===== src/rtl/sle_pkg.sv =====
`timescale 1ns / 1ps

package sle_pkg;

  // Field widths of the command and result items
  localparam int CMD_W    = 4;
  localparam int POS_W    = 4;
  localparam int VALUE_W  = 32;
  localparam int STATUS_W = 3;
  localparam int COUNT_W  = 5;

  // Widest list index and count the cells can be told about (depth up to 1024)
  localparam int MAX_IW = 10;
  localparam int MAX_CW = 11;

  // Match bits examined per scan step
  localparam int CHUNK   = 8;
  localparam int CHUNK_W = 3;

  typedef enum logic [CMD_W-1:0] {
    CMD_PUSH_BACK  = 4'd0,
    CMD_POP_BACK   = 4'd1,
    CMD_PUSH_FRONT = 4'd2,
    CMD_POP_FRONT  = 4'd3,
    CMD_INSERT     = 4'd4,
    CMD_ERASE      = 4'd5,
    CMD_FIND       = 4'd6,
    CMD_REMOVE     = 4'd7,
    CMD_FRONT      = 4'd8,
    CMD_LAST       = 4'd9
  } cmd_e;

  typedef enum logic [STATUS_W-1:0] {
    ST_OK       = 3'd0,
    ST_FULL     = 3'd1,
    ST_EMPTY    = 3'd2,
    ST_BADPOS   = 3'd3,
    ST_NOTFOUND = 3'd4
  } status_e;

  typedef enum logic [1:0] {
    CELL_HOLD,
    CELL_OPEN,
    CELL_CLOSE
  } cell_op_e;

  // Broadcast to every cell of the row
  typedef struct packed {
    cell_op_e            op;
    logic [MAX_IW-1:0]   at;
    logic [MAX_CW-1:0]   cnt;
  } cell_ctrl_t;

  // Scan unit report back to the controller
  typedef struct packed {
    logic                hit;
    logic                exhausted;
    logic [MAX_IW-1:0]   pos;
  } scan_res_t;

endpackage


===== src/rtl/sle_cmd_if.sv =====
`timescale 1ns / 1ps

interface sle_cmd_if;
  logic                                valid;
  logic                                ready;
  logic [sle_pkg::CMD_W-1:0]           command;
  logic [sle_pkg::POS_W-1:0]           position;
  logic signed [sle_pkg::VALUE_W-1:0]  value;

  modport source (output valid, output command, output position, output value,
                  input ready);
  modport sink   (input valid, input command, input position, input value,
                  output ready);
endinterface


===== src/rtl/sle_res_if.sv =====
`timescale 1ns / 1ps

interface sle_res_if;
  logic                                valid;
  logic                                ready;
  logic [sle_pkg::STATUS_W-1:0]        status;
  logic signed [sle_pkg::VALUE_W-1:0]  read_value;
  logic [sle_pkg::POS_W-1:0]           found_position;
  logic [sle_pkg::COUNT_W-1:0]         item_count;
  logic                                not_empty;

  modport source (output valid, output status, output read_value,
                  output found_position, output item_count, output not_empty,
                  input ready);
  modport sink   (input valid, input status, input read_value,
                  input found_position, input item_count, input not_empty,
                  output ready);
endinterface


===== src/rtl/sle_cell.sv =====
`timescale 1ns / 1ps

module sle_cell #(
  parameter int DATA_WIDTH = 32,
  parameter int IDX        = 0
) (
  input  logic                    clk,
  input  sle_pkg::cell_ctrl_t     ctrl,
  input  logic [DATA_WIDTH-1:0]   wdata,
  input  logic [DATA_WIDTH-1:0]   left,
  input  logic [DATA_WIDTH-1:0]   right,
  input  logic [DATA_WIDTH-1:0]   key,
  output logic [DATA_WIDTH-1:0]   entry,
  output logic                    match,
  output logic [DATA_WIDTH-1:0]   tap
);

  localparam logic [sle_pkg::MAX_IW-1:0] MY_IDX  = sle_pkg::MAX_IW'(IDX);
  localparam logic [sle_pkg::MAX_CW-1:0] MY_NEXT = sle_pkg::MAX_CW'(IDX + 1);

  always_ff @(posedge clk) begin
    unique case (ctrl.op)
      sle_pkg::CELL_OPEN: begin
        if (MY_IDX == ctrl.at) begin
          entry <= wdata;
        end else if (MY_IDX > ctrl.at) begin
          entry <= left;
        end
      end
      sle_pkg::CELL_CLOSE: begin
        if (MY_IDX >= ctrl.at) begin
          entry <= right;
        end
      end
      default: begin
      end
    endcase
  end

  // only live entries may match; the tail entry drives its tap
  assign match = (entry == key) && (MY_NEXT <= ctrl.cnt);
  assign tap   = (MY_NEXT == ctrl.cnt) ? entry : '0;

endmodule


===== src/rtl/sle_scan.sv =====
`timescale 1ns / 1ps

module sle_scan #(
  parameter int DEPTH = 16
) (
  input  logic                         clk,
  input  logic                         load,
  input  logic                         shift,
  input  logic [DEPTH-1:0]             hits,
  input  logic [sle_pkg::MAX_CW-1:0]   cnt,
  output sle_pkg::scan_res_t           res
);

  localparam int VW = ((DEPTH + sle_pkg::CHUNK - 1) / sle_pkg::CHUNK) * sle_pkg::CHUNK;
  localparam int BW = $clog2(VW + 1);

  logic [VW-1:0]                   vec;
  logic [BW-1:0]                   base;
  logic [sle_pkg::CHUNK_W-1:0]     off;
  logic [sle_pkg::MAX_CW:0]        reach;

  always_ff @(posedge clk) begin
    if (load) begin
      vec  <= VW'(hits);
      base <= '0;
    end else if (shift) begin
      vec  <= vec >> sle_pkg::CHUNK;
      base <= base + BW'(sle_pkg::CHUNK);
    end
  end

  // lowest set bit of the current chunk
  always_comb begin
    off = '0;
    for (int j = sle_pkg::CHUNK - 1; j >= 0; j--) begin
      if (vec[j]) begin
        off = sle_pkg::CHUNK_W'(j);
      end
    end
  end

  assign reach         = (sle_pkg::MAX_CW + 1)'(base) + (sle_pkg::MAX_CW + 1)'(sle_pkg::CHUNK);
  assign res.hit       = |vec[sle_pkg::CHUNK-1:0];
  assign res.exhausted = reach >= (sle_pkg::MAX_CW + 1)'(cnt);
  assign res.pos       = sle_pkg::MAX_IW'(base) + sle_pkg::MAX_IW'(off);

endmodule


===== src/rtl/sequential_list_engine.sv =====
`timescale 1ns / 1ps
// Channel | Dir | Payload
// cmd     | in  | command, position, value
// res     | out | status, read_value, found_position, item_count, not_empty
//
// Push, pop, insert, erase, front and last finish in the cycle they are taken:
// one item per cycle while res is not stalled, set by the row of cells shifting in parallel.
// Find and remove hold cmd ready low while they scan: every cell
// compares at once, then the scan unit walks the match bits 8 at a time.
// Reset clears the count and the handshake state and holds cmd ready low;
// entries are not cleared.
// A result held by a stalled res channel blocks the next command.

module sequential_list_engine #(
  parameter int DEPTH      = 16,
  parameter int DATA_WIDTH = 32
) (
  input  logic        clk,
  input  logic        rst,
  sle_cmd_if.sink     cmd,
  sle_res_if.source   res
);

  localparam int CW = $clog2(DEPTH + 1);
  localparam int EW = (CW > sle_pkg::POS_W) ? CW : sle_pkg::POS_W;

  typedef enum logic {
    S_IDLE,
    S_SCAN
  } state_t;

  state_t                         state;
  logic                           scan_remove;
  logic [CW-1:0]                  count;

  // combinational decisions for this cycle
  sle_pkg::cell_ctrl_t            ctrl;
  sle_pkg::scan_res_t             scan;
  logic                           accept;
  logic                           start_scan;
  logic                           done;
  logic [CW-1:0]                  count_next;
  logic [sle_pkg::STATUS_W-1:0]   status_next;
  logic [sle_pkg::VALUE_W-1:0]    rd_next;
  logic [sle_pkg::MAX_IW-1:0]     fpos_next;

  // value conversions between the port and the stored width
  logic [63:0]                    in64;
  logic [DATA_WIDTH-1:0]          wdata;
  logic [63:0]                    front64;
  logic [63:0]                    last64;
  logic [DATA_WIDTH-1:0]          last_val;

  logic [EW-1:0]                  pos_x;
  logic [EW-1:0]                  count_x;
  logic                           full;
  logic                           empty;

  logic [DATA_WIDTH-1:0]          entries [DEPTH];
  logic [DATA_WIDTH-1:0]          taps    [DEPTH];
  logic [DEPTH-1:0]               hits;

  assign in64    = 64'(cmd.value);
  assign wdata   = in64[DATA_WIDTH-1:0];
  assign front64 = 64'($signed(entries[0]));
  assign last64  = 64'($signed(last_val));

  assign pos_x   = EW'(cmd.position);
  assign count_x = EW'(count);
  assign full    = (count == CW'(DEPTH));
  assign empty   = (count == '0);

  // ---------------------------------------------------------------------
  // Row of cells: each holds one entry and takes its neighbor's on a shift
  // ---------------------------------------------------------------------
  for (genvar i = 0; i < DEPTH; i++) begin : g_cell
    logic [DATA_WIDTH-1:0] left_d;
    logic [DATA_WIDTH-1:0] right_d;

    if (i == 0) begin : g_first
      assign left_d = entries[i];
    end else begin : g_mid_l
      assign left_d = entries[i-1];
    end

    if (i == DEPTH - 1) begin : g_last
      assign right_d = entries[i];
    end else begin : g_mid_r
      assign right_d = entries[i+1];
    end

    sle_cell #(
      .DATA_WIDTH (DATA_WIDTH),
      .IDX        (i)
    ) u_cell (
      .clk   (clk),
      .ctrl  (ctrl),
      .wdata (wdata),
      .left  (left_d),
      .right (right_d),
      .key   (wdata),
      .entry (entries[i]),
      .match (hits[i]),
      .tap   (taps[i])
    );
  end

  // only the tail cell drives a nonzero tap
  always_comb begin
    last_val = '0;
    for (int i = 0; i < DEPTH; i++) begin
      last_val = last_val | taps[i];
    end
  end

  // ---------------------------------------------------------------------
  // First-match scan, loaded when a find or remove is taken
  // ---------------------------------------------------------------------
  sle_scan #(
    .DEPTH (DEPTH)
  ) u_scan (
    .clk   (clk),
    .load  (start_scan),
    .shift (state == S_SCAN),
    .hits  (hits),
    .cnt   (sle_pkg::MAX_CW'(count)),
    .res   (scan)
  );

  // ready waits for an empty output register (or one being emptied now)
  assign cmd.ready = !rst && (state == S_IDLE) && (!res.valid || res.ready);
  assign accept    = cmd.valid && cmd.ready;

  always_comb begin
    ctrl.op     = sle_pkg::CELL_HOLD;
    ctrl.at     = '0;
    ctrl.cnt    = sle_pkg::MAX_CW'(count);
    count_next  = count;
    status_next = sle_pkg::ST_OK;
    rd_next     = '0;
    fpos_next   = '0;
    start_scan  = 1'b0;
    done        = 1'b0;

    if (state == S_IDLE) begin
      if (accept) begin
        done = 1'b1;
        unique case (cmd.command)
          sle_pkg::CMD_PUSH_BACK: begin
            if (full) begin
              status_next = sle_pkg::ST_FULL;
            end else begin
              ctrl.op    = sle_pkg::CELL_OPEN;
              ctrl.at    = sle_pkg::MAX_IW'(count);
              count_next = count + 1'b1;
            end
          end
          sle_pkg::CMD_POP_BACK: begin
            if (empty) begin
              status_next = sle_pkg::ST_EMPTY;
            end else begin
              count_next = count - 1'b1;
            end
          end
          sle_pkg::CMD_PUSH_FRONT: begin
            if (full) begin
              status_next = sle_pkg::ST_FULL;
            end else begin
              ctrl.op    = sle_pkg::CELL_OPEN;
              count_next = count + 1'b1;
            end
          end
          sle_pkg::CMD_POP_FRONT: begin
            if (empty) begin
              status_next = sle_pkg::ST_EMPTY;
            end else begin
              ctrl.op    = sle_pkg::CELL_CLOSE;
              count_next = count - 1'b1;
            end
          end
          sle_pkg::CMD_INSERT: begin
            // position check ranks ahead of the full check
            if (pos_x > count_x) begin
              status_next = sle_pkg::ST_BADPOS;
            end else if (full) begin
              status_next = sle_pkg::ST_FULL;
            end else begin
              ctrl.op    = sle_pkg::CELL_OPEN;
              ctrl.at    = sle_pkg::MAX_IW'(cmd.position);
              count_next = count + 1'b1;
            end
          end
          sle_pkg::CMD_ERASE: begin
            if (pos_x >= count_x) begin
              status_next = sle_pkg::ST_BADPOS;
            end else begin
              ctrl.op    = sle_pkg::CELL_CLOSE;
              ctrl.at    = sle_pkg::MAX_IW'(cmd.position);
              count_next = count - 1'b1;
            end
          end
          sle_pkg::CMD_FIND, sle_pkg::CMD_REMOVE: begin
            start_scan = 1'b1;
            done       = 1'b0;
          end
          sle_pkg::CMD_FRONT: begin
            if (empty) begin
              status_next = sle_pkg::ST_EMPTY;
            end else begin
              rd_next = front64[sle_pkg::VALUE_W-1:0];
            end
          end
          sle_pkg::CMD_LAST: begin
            if (empty) begin
              status_next = sle_pkg::ST_EMPTY;
            end else begin
              rd_next = last64[sle_pkg::VALUE_W-1:0];
            end
          end
          default: begin
            // unused codes: no change, ok
          end
        endcase
      end
    end else begin
      if (scan.hit) begin
        done      = 1'b1;
        fpos_next = scan.pos;
        if (scan_remove) begin
          ctrl.op    = sle_pkg::CELL_CLOSE;
          ctrl.at    = scan.pos;
          count_next = count - 1'b1;
        end
      end else if (scan.exhausted) begin
        done        = 1'b1;
        status_next = sle_pkg::ST_NOTFOUND;
      end
    end
  end

  always_ff @(posedge clk) begin
    if (rst) begin
      state       <= S_IDLE;
      count       <= '0;
      res.valid   <= 1'b0;
      scan_remove <= 1'b0;
    end else begin
      count <= count_next;

      unique case (state)
        S_IDLE: begin
          if (start_scan) begin
            state       <= S_SCAN;
            scan_remove <= (cmd.command == sle_pkg::CMD_REMOVE);
          end
        end
        S_SCAN: begin
          if (done) begin
            state <= S_IDLE;
          end
        end
        default: begin
          state <= S_IDLE;
        end
      endcase

      if (done) begin
        res.valid <= 1'b1;
      end else if (res.ready) begin
        res.valid <= 1'b0;
      end
    end
  end

  // result payload, loaded with each finished command
  always_ff @(posedge clk) begin
    if (done) begin
      res.status         <= status_next;
      res.read_value     <= rd_next;
      res.found_position <= sle_pkg::POS_W'(fpos_next);
      res.item_count     <= sle_pkg::COUNT_W'(count_next);
      res.not_empty      <= (count_next != '0);
    end
  end

endmodule

===== src/flat_wrapper.sv =====
// flat-port wrapper written by rule: the top's interface ports become plain ports
module sequential_list_engine_flat 
#(
  parameter int DEPTH      = 16,
  parameter int DATA_WIDTH = 32
)
  (clk, rst, cmd_valid, cmd_command, cmd_position, cmd_value, cmd_ready, res_valid, res_status, res_read_value, res_found_position, res_item_count, res_not_empty, res_ready);
  sle_cmd_if cmd_i ();
  sle_res_if res_i ();
  input  logic clk;
  input  logic rst;
  input wire logic [$bits(cmd_i.valid)-1:0] cmd_valid;
  input wire logic [$bits(cmd_i.command)-1:0] cmd_command;
  input wire logic [$bits(cmd_i.position)-1:0] cmd_position;
  input wire logic [$bits(cmd_i.value)-1:0] cmd_value;
  output wire logic [$bits(cmd_i.ready)-1:0] cmd_ready;
  output wire logic [$bits(res_i.valid)-1:0] res_valid;
  output wire logic [$bits(res_i.status)-1:0] res_status;
  output wire logic [$bits(res_i.read_value)-1:0] res_read_value;
  output wire logic [$bits(res_i.found_position)-1:0] res_found_position;
  output wire logic [$bits(res_i.item_count)-1:0] res_item_count;
  output wire logic [$bits(res_i.not_empty)-1:0] res_not_empty;
  input wire logic [$bits(res_i.ready)-1:0] res_ready;
  assign cmd_i.valid = cmd_valid;
  assign cmd_i.command = cmd_command;
  assign cmd_i.position = cmd_position;
  assign cmd_i.value = cmd_value;
  assign cmd_ready = cmd_i.ready;
  assign res_valid = res_i.valid;
  assign res_status = res_i.status;
  assign res_read_value = res_i.read_value;
  assign res_found_position = res_i.found_position;
  assign res_item_count = res_i.item_count;
  assign res_not_empty = res_i.not_empty;
  assign res_i.ready = res_ready;
  sequential_list_engine #(.DEPTH(DEPTH), .DATA_WIDTH(DATA_WIDTH)) u_core (.clk(clk), .rst(rst), .cmd(cmd_i), .res(res_i));
endmodule

===== config.mk =====
export PLATFORM = sky130hd
export DESIGN_NAME = sequential_list_engine_flat
export DESIGN_NICKNAME = d
export VERILOG_FILES = /design/src/rtl/sle_pkg.sv /design/src/rtl/sle_cmd_if.sv /design/src/rtl/sle_res_if.sv /design/src/rtl/sle_cell.sv /design/src/rtl/sle_scan.sv /design/src/rtl/sequential_list_engine.sv /design/src/flat_wrapper.sv
export SDC_FILE = /design/constraint.sdc
export NUM_CORES = 2
export LEC_CHECK = 0
export BUFFER_PORTS_ARGS = -buffer_cell sky130_fd_sc_hd__buf_2
export CORE_MARGIN = 2
export CORE_UTILIZATION = 35
export DETAILED_ROUTE_END_ITERATION = 8
export MAX_ROUTING_LAYER = met4
export PLACE_DENSITY = 0.53
export SYNTH_ARGS = -nofsm -noshare
export SYNTH_HDL_FRONTEND = slang
export SYNTH_SLANG_ARGS = --single-unit

===== constraint.sdc =====
create_clock -name clk -period 7.9 [get_ports clk]
set_clock_uncertainty 0.2 [all_clocks]
set_input_delay 0.79 -clock clk [delete_from_list [all_inputs] [get_ports clk]]
set_output_delay 0.79 -clock clk [all_outputs]
set_load 0.02 [all_outputs]

### Word level (Yosys, flattened, before mapping)

Index checks and enable logic that the tools add are counted.

| operators by class | value |
|---|---|
| add/sub/neg operators | 5 |
| order comparisons | 49 |
| equality and inequality tests | 89 |
| multiplexer cells | 133 |
| bitwise operators | 17 |
| reduce and logical (&&, ||, !) cells | 54 |

Operators with widths:

| cell | count |
|---|---|
| $mux 32 | 64 |
| $pmux 32 s2 | 16 |
| $eq 32x32->1 | 16 |
| $or 32x32->32 | 15 |
| $eq 4x10->1 const A | 8 |
| $gt 4x10->1 const A | 8 |
| $mux 12 | 6 |
| $ge 4x10->1 const A | 7 |
| $reduce_and 3->1 | 15 |
| $ne 3x3->1 const B | 14 |
| $eq 3x10->1 const A | 4 |
| $eq 4x5->1 const A | 8 |
| $ge 3x10->1 const A | 4 |
| $gt 3x10->1 const A | 4 |
| $le 4x5->1 const A | 8 |
| $mux 5 | 8 |
| $mux 3 | 12 |
| $mux 16 | 2 |
| $ne 2x2->1 const B | 16 |
| $pmux 10 s3 | 1 |
| $mux 11 | 2 |
| $eq 2x10->1 const A | 2 |
| $eq 3x5->1 const A | 4 |
| $ge 1x10->1 const A | 2 |
| other kinds (45) | 101 |

| word-level totals | value |
|---|---|
| flip-flop bits (word level) | 586 |
| input bits | 44 |
| output and inout bits | 47 |
| logic and storage cells | 374 |

### Longest topological paths before layout

| logic depth | value |
|---|---|
| word-level depth | 19 |
| mapped depth | 18 |
| depth with buffers taken out | 13 |

### Modules after synthesis

A second synthesis with hierarchy kept.

| unflattened totals | value |
|---|---|
| cell total of the unflattened synthesis | 4783 |
| area total of the unflattened synthesis | 41463.5 um2 |

Modules (own cells, without submodules):

| module | instances | cells each | area each (um2) | seq. area each (um2) |
|---|---|---|---|---|
| sequential_list_engine | 1 | 480 | 3980.1 | 1511.4 |
| sle_cell (u_core.g_cell[8].u_cell) | 1 | 230 | 2324.7 | 960.9 |
| sle_cell (u_core.g_cell[5].u_cell) | 1 | 266 | 2309.7 | 960.9 |
| sle_cell (u_core.g_cell[7].u_cell) | 1 | 267 | 2306.0 | 960.9 |
| sle_cell (u_core.g_cell[1].u_cell) | 1 | 267 | 2303.5 | 960.9 |
| sle_cell (u_core.g_cell[11].u_cell) | 1 | 266 | 2292.2 | 960.9 |
| sle_cell (u_core.g_cell[15].u_cell) | 1 | 266 | 2289.7 | 960.9 |
| sle_cell (u_core.g_cell[12].u_cell) | 1 | 268 | 2284.7 | 960.9 |
| sle_cell (u_core.g_cell[10].u_cell) | 1 | 269 | 2282.2 | 960.9 |
| sle_cell (u_core.g_cell[4].u_cell) | 1 | 268 | 2278.4 | 960.9 |
| sle_cell (u_core.g_cell[13].u_cell) | 1 | 265 | 2277.2 | 960.9 |
| sle_cell (u_core.g_cell[14].u_cell) | 1 | 266 | 2274.7 | 960.9 |
| sle_cell (u_core.g_cell[0].u_cell) | 1 | 267 | 2272.2 | 960.9 |
| sle_cell (u_core.g_cell[9].u_cell) | 1 | 267 | 2263.4 | 960.9 |
| +4 rows | - | - | - | - |

### Worst setup path after synthesis

Ideal clock, no wire load.

| path | value |
|---|---|
| kind | input -> register |
| from | input rst |
| to | register u_core.g_cell[10].u_cell.entry[0], enable pin |
| library setup time | 0.511 ns |
| arrival | 6.327 ns |
| required time | 7.189 ns |
| slack | 0.863 ns |
| stages on the path | 10 |
| path through | buf_2 > or4b_1 > buf_2 > or2_2 > clkbuf_1 > nor3_1 > inv_1 > ha_1 > clkbuf_1 > o41ai_1 |

| between the ends | value |
|---|---|
| cells in the longest elaborated chain, start to end | 9 |
| elaborated cells between the ends (all ways) | 15 |
| classes of those cells | 2 x order compare; 5 x eq/ne; 2 x mux; 6 x reduce/logical |

RTL lines:

| item | line | source |
|---|---|---|
| start: declaration | flat_wrapper.sv:11 | `input logic rst;` |
| $logic_not 1->1 * | sequential_list_engine.sv:131 | `assign cmd.ready = !rst && (state == S_IDLE) && (!res.valid \|\| res.ready);` |
| $logic_and 1x1->1 * (2 in series) | sequential_list_engine.sv:131 |  |
| $logic_and 1x1->1 * | sequential_list_engine.sv:132 | `assign accept = cmd.valid && cmd.ready;` |
| $mux 12 * | sequential_list_engine.sv:146 | `if (accept) begin` |
| $mux 12 * | sequential_list_engine.sv:145 | `if (state == S_IDLE) begin` |
| $gt 4x10->1 (tied with other cells) | sle_cell.sv:26 | `end else if (MY_IDX > ctrl.at) begin` |
| $ne 3x3->1 (no line) (tied with other cells) | - |  |
| $reduce_and 3->1 (no line) * | - |  |
| end signal: assignment | sle_cell.sv:25 | `entry <= wdata;` |
| end signal: assignment | sle_cell.sv:27 | `entry <= left;` |
| end signal: assignment | sle_cell.sv:32 | `entry <= right;` |
| end: declaration | sle_cell.sv:13 | `output logic [DATA_WIDTH-1:0] entry,` |

Every way passes the cells marked *; elsewhere a longest branch is shown, timed or not.
A chain may end at the register's enable or synchronous reset.

### Worst setup path in the final report

| path | value |
|---|---|
| from | register u_core.count[2] |
| to | register u_core.g_cell[7].u_cell.entry[14], enable pin |

| between the ends | value |
|---|---|
| cells in the longest elaborated chain, start to end | 9 |
| elaborated cells between the ends (all ways) | 23 |
| classes of those cells | 4 x order compare; 6 x eq/ne; 10 x mux; 3 x reduce/logical |

RTL lines:

| item | line | source |
|---|---|---|
| start: declaration | sequential_list_engine.sv:34 | `logic [CW-1:0] count;` |
| start signal: assignment | sequential_list_engine.sv:248 | `count <= count_next;` |
| parallel branches: the longest is 4 deep, another holds $ge 4x5->1 | - |  |
| $mux 12 * | sequential_list_engine.sv:146 |  |
| $mux 12 * | sequential_list_engine.sv:145 |  |
| $gt 3x10->1 (tied with other cells) | sle_cell.sv:26 |  |
| $ne 3x3->1 (no line) (tied with other cells) | - |  |
| $reduce_and 3->1 (no line) * | - |  |
| end signal: assignment | sle_cell.sv:25 |  |
| end signal: assignment | sle_cell.sv:27 |  |
| end signal: assignment | sle_cell.sv:32 |  |
| end: declaration | sle_cell.sv:13 |  |

Mark *: on every way between the ends.

==> impl_results.md <==
- RSZ-0062 raised after global routing: no
- CTS Buf Count: 75
- Area grow syn2layout: 10.8%
- Setup-failing EPs final: 0
- IO buf count: 90
- Final Slew Violations: 0
- Vias in the first global route: approximately 31k
- Hold Fails Final Rpt: 0
- Synth warn: 0
- Global-route total usage across every layer: 36.9%
- CTS Buffer Depth: 3
- Die area: between 100000 and 150000 sq um
- First-pass GRT wire length: 277000 microns
- Setup tns final: 0 ns
- NumNets Final: 3554
- Pwr Density: 180 nW/um^2
- Die height: 336 microns
- Worst-Margin Slew: 1.43 ns
- Critical Path Sink Type: flip-flop
- Hold crit path type: primary input to flip-flop
- Max Cap Violations: 0
- Syn Nets: 3663
- Initial antenna violation count: 18
- Dpl hpwl: 139000 microns
- Synthesized area: 38600 sq um
- Fmax: 172 MHz
- Placed cells: 4894
- Most frequent cells in the layout: edfxtp_1, nand2_1, xor2_1
- CTS resizes: 0
- Post-synth cell types: 75
- Routed vias: between 30k and 40k
- RePlAce Congestion: 1.20
- Cell Rows: 121
- Largest net degree at the start of global routing: 195
- Reg-to-reg setup timing slack: 2.10 ns
- Seq/Total Area, Yosys: 45.1%
- CTS H-tree lvls: 3
- Seq cells post-synth: 583
- Initial Util: 35.4%
- WS Path Type: flip-flop to flip-flop
- Fraction of layout cells with a size suffix above 1: around an eighth
- DR WL/cell: 41.2 microns
- Main synth FF type: edfxtp_1
- Worst vdd ir: around 0.16 mV
- CTS root buf: clkbuf_16
- Gate Count Post-Synth: 3604
- Worst-skew pair later-pin latency: 0.68 ns
- Status: complete, no violations
- Die X: 336 microns
- Starting DRC count in detailed routing: 6906
- Lkg Pwr: between 10 and 15 nW
- Initial DRT Pass Iterations: 9
- Crit path time final: 5.80 ns
- Congestion Overflow GR: 0
- Post-synth EDFFs: 573
- Asr flop ratio synth: 0%
- Fin crit share: 73.5%
- Arr. time, crit path: about 5.9 ns
- Core box area: ~110000 sq um
- Ports: roughly 90
- Post-DRT Antenna Nets: 0
- Remaining DRCs: 0
- Clock sink count: about 580
- Postcts setup bufs: 0
- Critical path peak fanout: 52
- Clk slew on worst S/H paths: 0.06 ns
- Syn avg cell area: 10.7 sq um
- Vias per Instance: between 6 and 7
- Most common library cell in the layout ignoring fill and taps: edfxtp_1
- Post-Route WL: 208000 microns
- Final Non-Filler Cells: 5049
- Required time of the critical path: 8.03 ns
- Startpoint Class: flip-flop
- Hold_buf cts: 0
- Worst slew margin: ~3.5%
- CTS tree: yes
==> sequential cells by signal (all words and copies together) (netlist names) <==
name	count
u_core.count	5
u_core.g_cell.u_cell.entry	512
u_core.res.found_position	4
u_core.res.item_count	5
u_core.res.not_empty	1
u_core.res.read_value	32
u_core.res.status	3
u_core.res.valid	1
u_core.scan_remove	1
u_core.state	1
u_core.u_scan.base	2
u_core.u_scan.vec	16
==> synth_stat cells (12+ instances only) <==
| library cell | instances | area, sq um |
|---|---|---|
| a2111oi_0 | 17 | 149 |
| a21oi_1 | 27 | 135 |
| a221o_1 | 232 | 2320 |
| a221oi_1 | 24 | 210 |
| a22o_1 | 40 | 350 |
| a22oi_1 | 162 | 1220 |
| a31oi_1 | 33 | 206 |
| buf_1 | 56 | 210 |
| buf_2 | 45 | 225 |
| buf_4 | 12 | 90.1 |
| buf_6 | 15 | 169 |
| clkbuf_1 | 240 | 901 |
| edfxtp_1 | 573 | 17200 |
| ha_1 | 14 | 175 |
| inv_1 | 20 | 75.1 |
| mux2_1 | 16 | 180 |
| mux2_2 | 80 | 901 |
| nand2_1 | 336 | 1260 |
| nand2b_1 | 37 | 231 |
| nand3_1 | 20 | 100 |
| nand3b_1 | 185 | 1390 |
| nand4_1 | 108 | 676 |
| nor2_1 | 64 | 240 |
| nor2b_1 | 41 | 257 |
| nor3_1 | 21 | 105 |
| nor3b_1 | 234 | 1760 |
| nor4_1 | 89 | 557 |
| o211ai_1 | 185 | 1390 |
| o21ai_0 | 42 | 210 |
| xnor2_1 | 239 | 2090 |
| xor2_1 | 276 | 2420 |
==> metrics by stage <==
stage                     area [sq um]  worst slack, ns  hold slack, ns  power, mW  utilization [%]
final                            42800             2.10           0.258       7.71             39.2
after global placement           40300             2.14           0.309       4.15             37.0
after CTS                        42800             2.18           0.240       7.67             39.2
after global routing             42800             1.87           0.253       7.81             39.2
after floorplan                  38600            0.863           0.283       3.84                -
after detailed placement         40300             2.12           0.337       4.15             37.0
==> worst max-delay path, stage by stage (launching register included) <==
cell     delay (ns)
dfxtp_1        0.71
inv_2          0.25
ha_1           0.32
and3b_1        0.25
o21ai_1        0.20
nand2_1        0.12
a211o_1        0.36
nor3_1         0.33
inv_1          0.13
ha_4           0.35
nor2_1         0.50
o21ai_0        0.44
inv_2          0.78
buf_4          0.49
==> power by group <==
group          switching [mW]  leakage, nW  total [mW]  internal, mW
registers              0.0388         5.27        3.44          3.40
logic                   0.530         6.87       0.705         0.175
clock network            1.50         1.18        3.57          2.08
==> kinds of logic (layout without fill, tap and decap cells) <==
logic type / Yosys count / after routing / share of synthesized area (%)
simple gates: 1187 / 1187 / 18.3
compound gates: 816 / 816 / 17.2
mux: 98 / 98 / 2.85
fa+ha+maj: 15 / 15 / 0.505
other cells: 0 / 22 / 0
xor+xnor: 515 / 515 / 11.7
buf+inv: 390 / 337 / 4.34
flops: 583 / 583 / 45.1
==> path summary, 6_finish.rpt <==
kind | end | startpoint | cells past startpoint
max | u_core.g_cell[7].u_cell.entry[14]$_DFFE_PP_ | u_core.count[2]$_SDFF_PP0_ | 13
min | u_core.count[4]$_SDFF_PP0_ | rst | 2
max reg2reg | u_core.g_cell[7].u_cell.entry[14]$_DFFE_PP_ | u_core.count[2]$_SDFF_PP0_ | 13
min reg2reg | u_core.u_scan.vec[4]$_DFFE_PP_ | u_core.u_scan.vec[12]$_SDFFCE_PN0P_ | 2
==> final cells by class <==
| class | count | area (sq um) |
|---|---|---|
| sequential | 583 | 17400 |
| multi-input combinational | 2631 | 19800 |
| fill | 10707 | 66300 |
| antenna | 22 | 55.1 |
| tap | 1476 | 1850 |
| clock buffer | 91 | 2020 |
| clock inverter | 42 | 408 |
| timing repair buffer | 182 | 1170 |
| inverter | 22 | 82.6 |
==> routing by layer <==
layer | up-vias | track usage, % | share of wire, %
li1 | 13835 | - | -
met1 | 17629 | 46.7 | 38
met2 | 3074 | 50.1 | 40
met3 | 700 | 14.0 | 14
met4 | 0 | 20.5 | 7.1
met5 | - | - | 0
No activity file was read; power rests on OpenSTA's default activity.
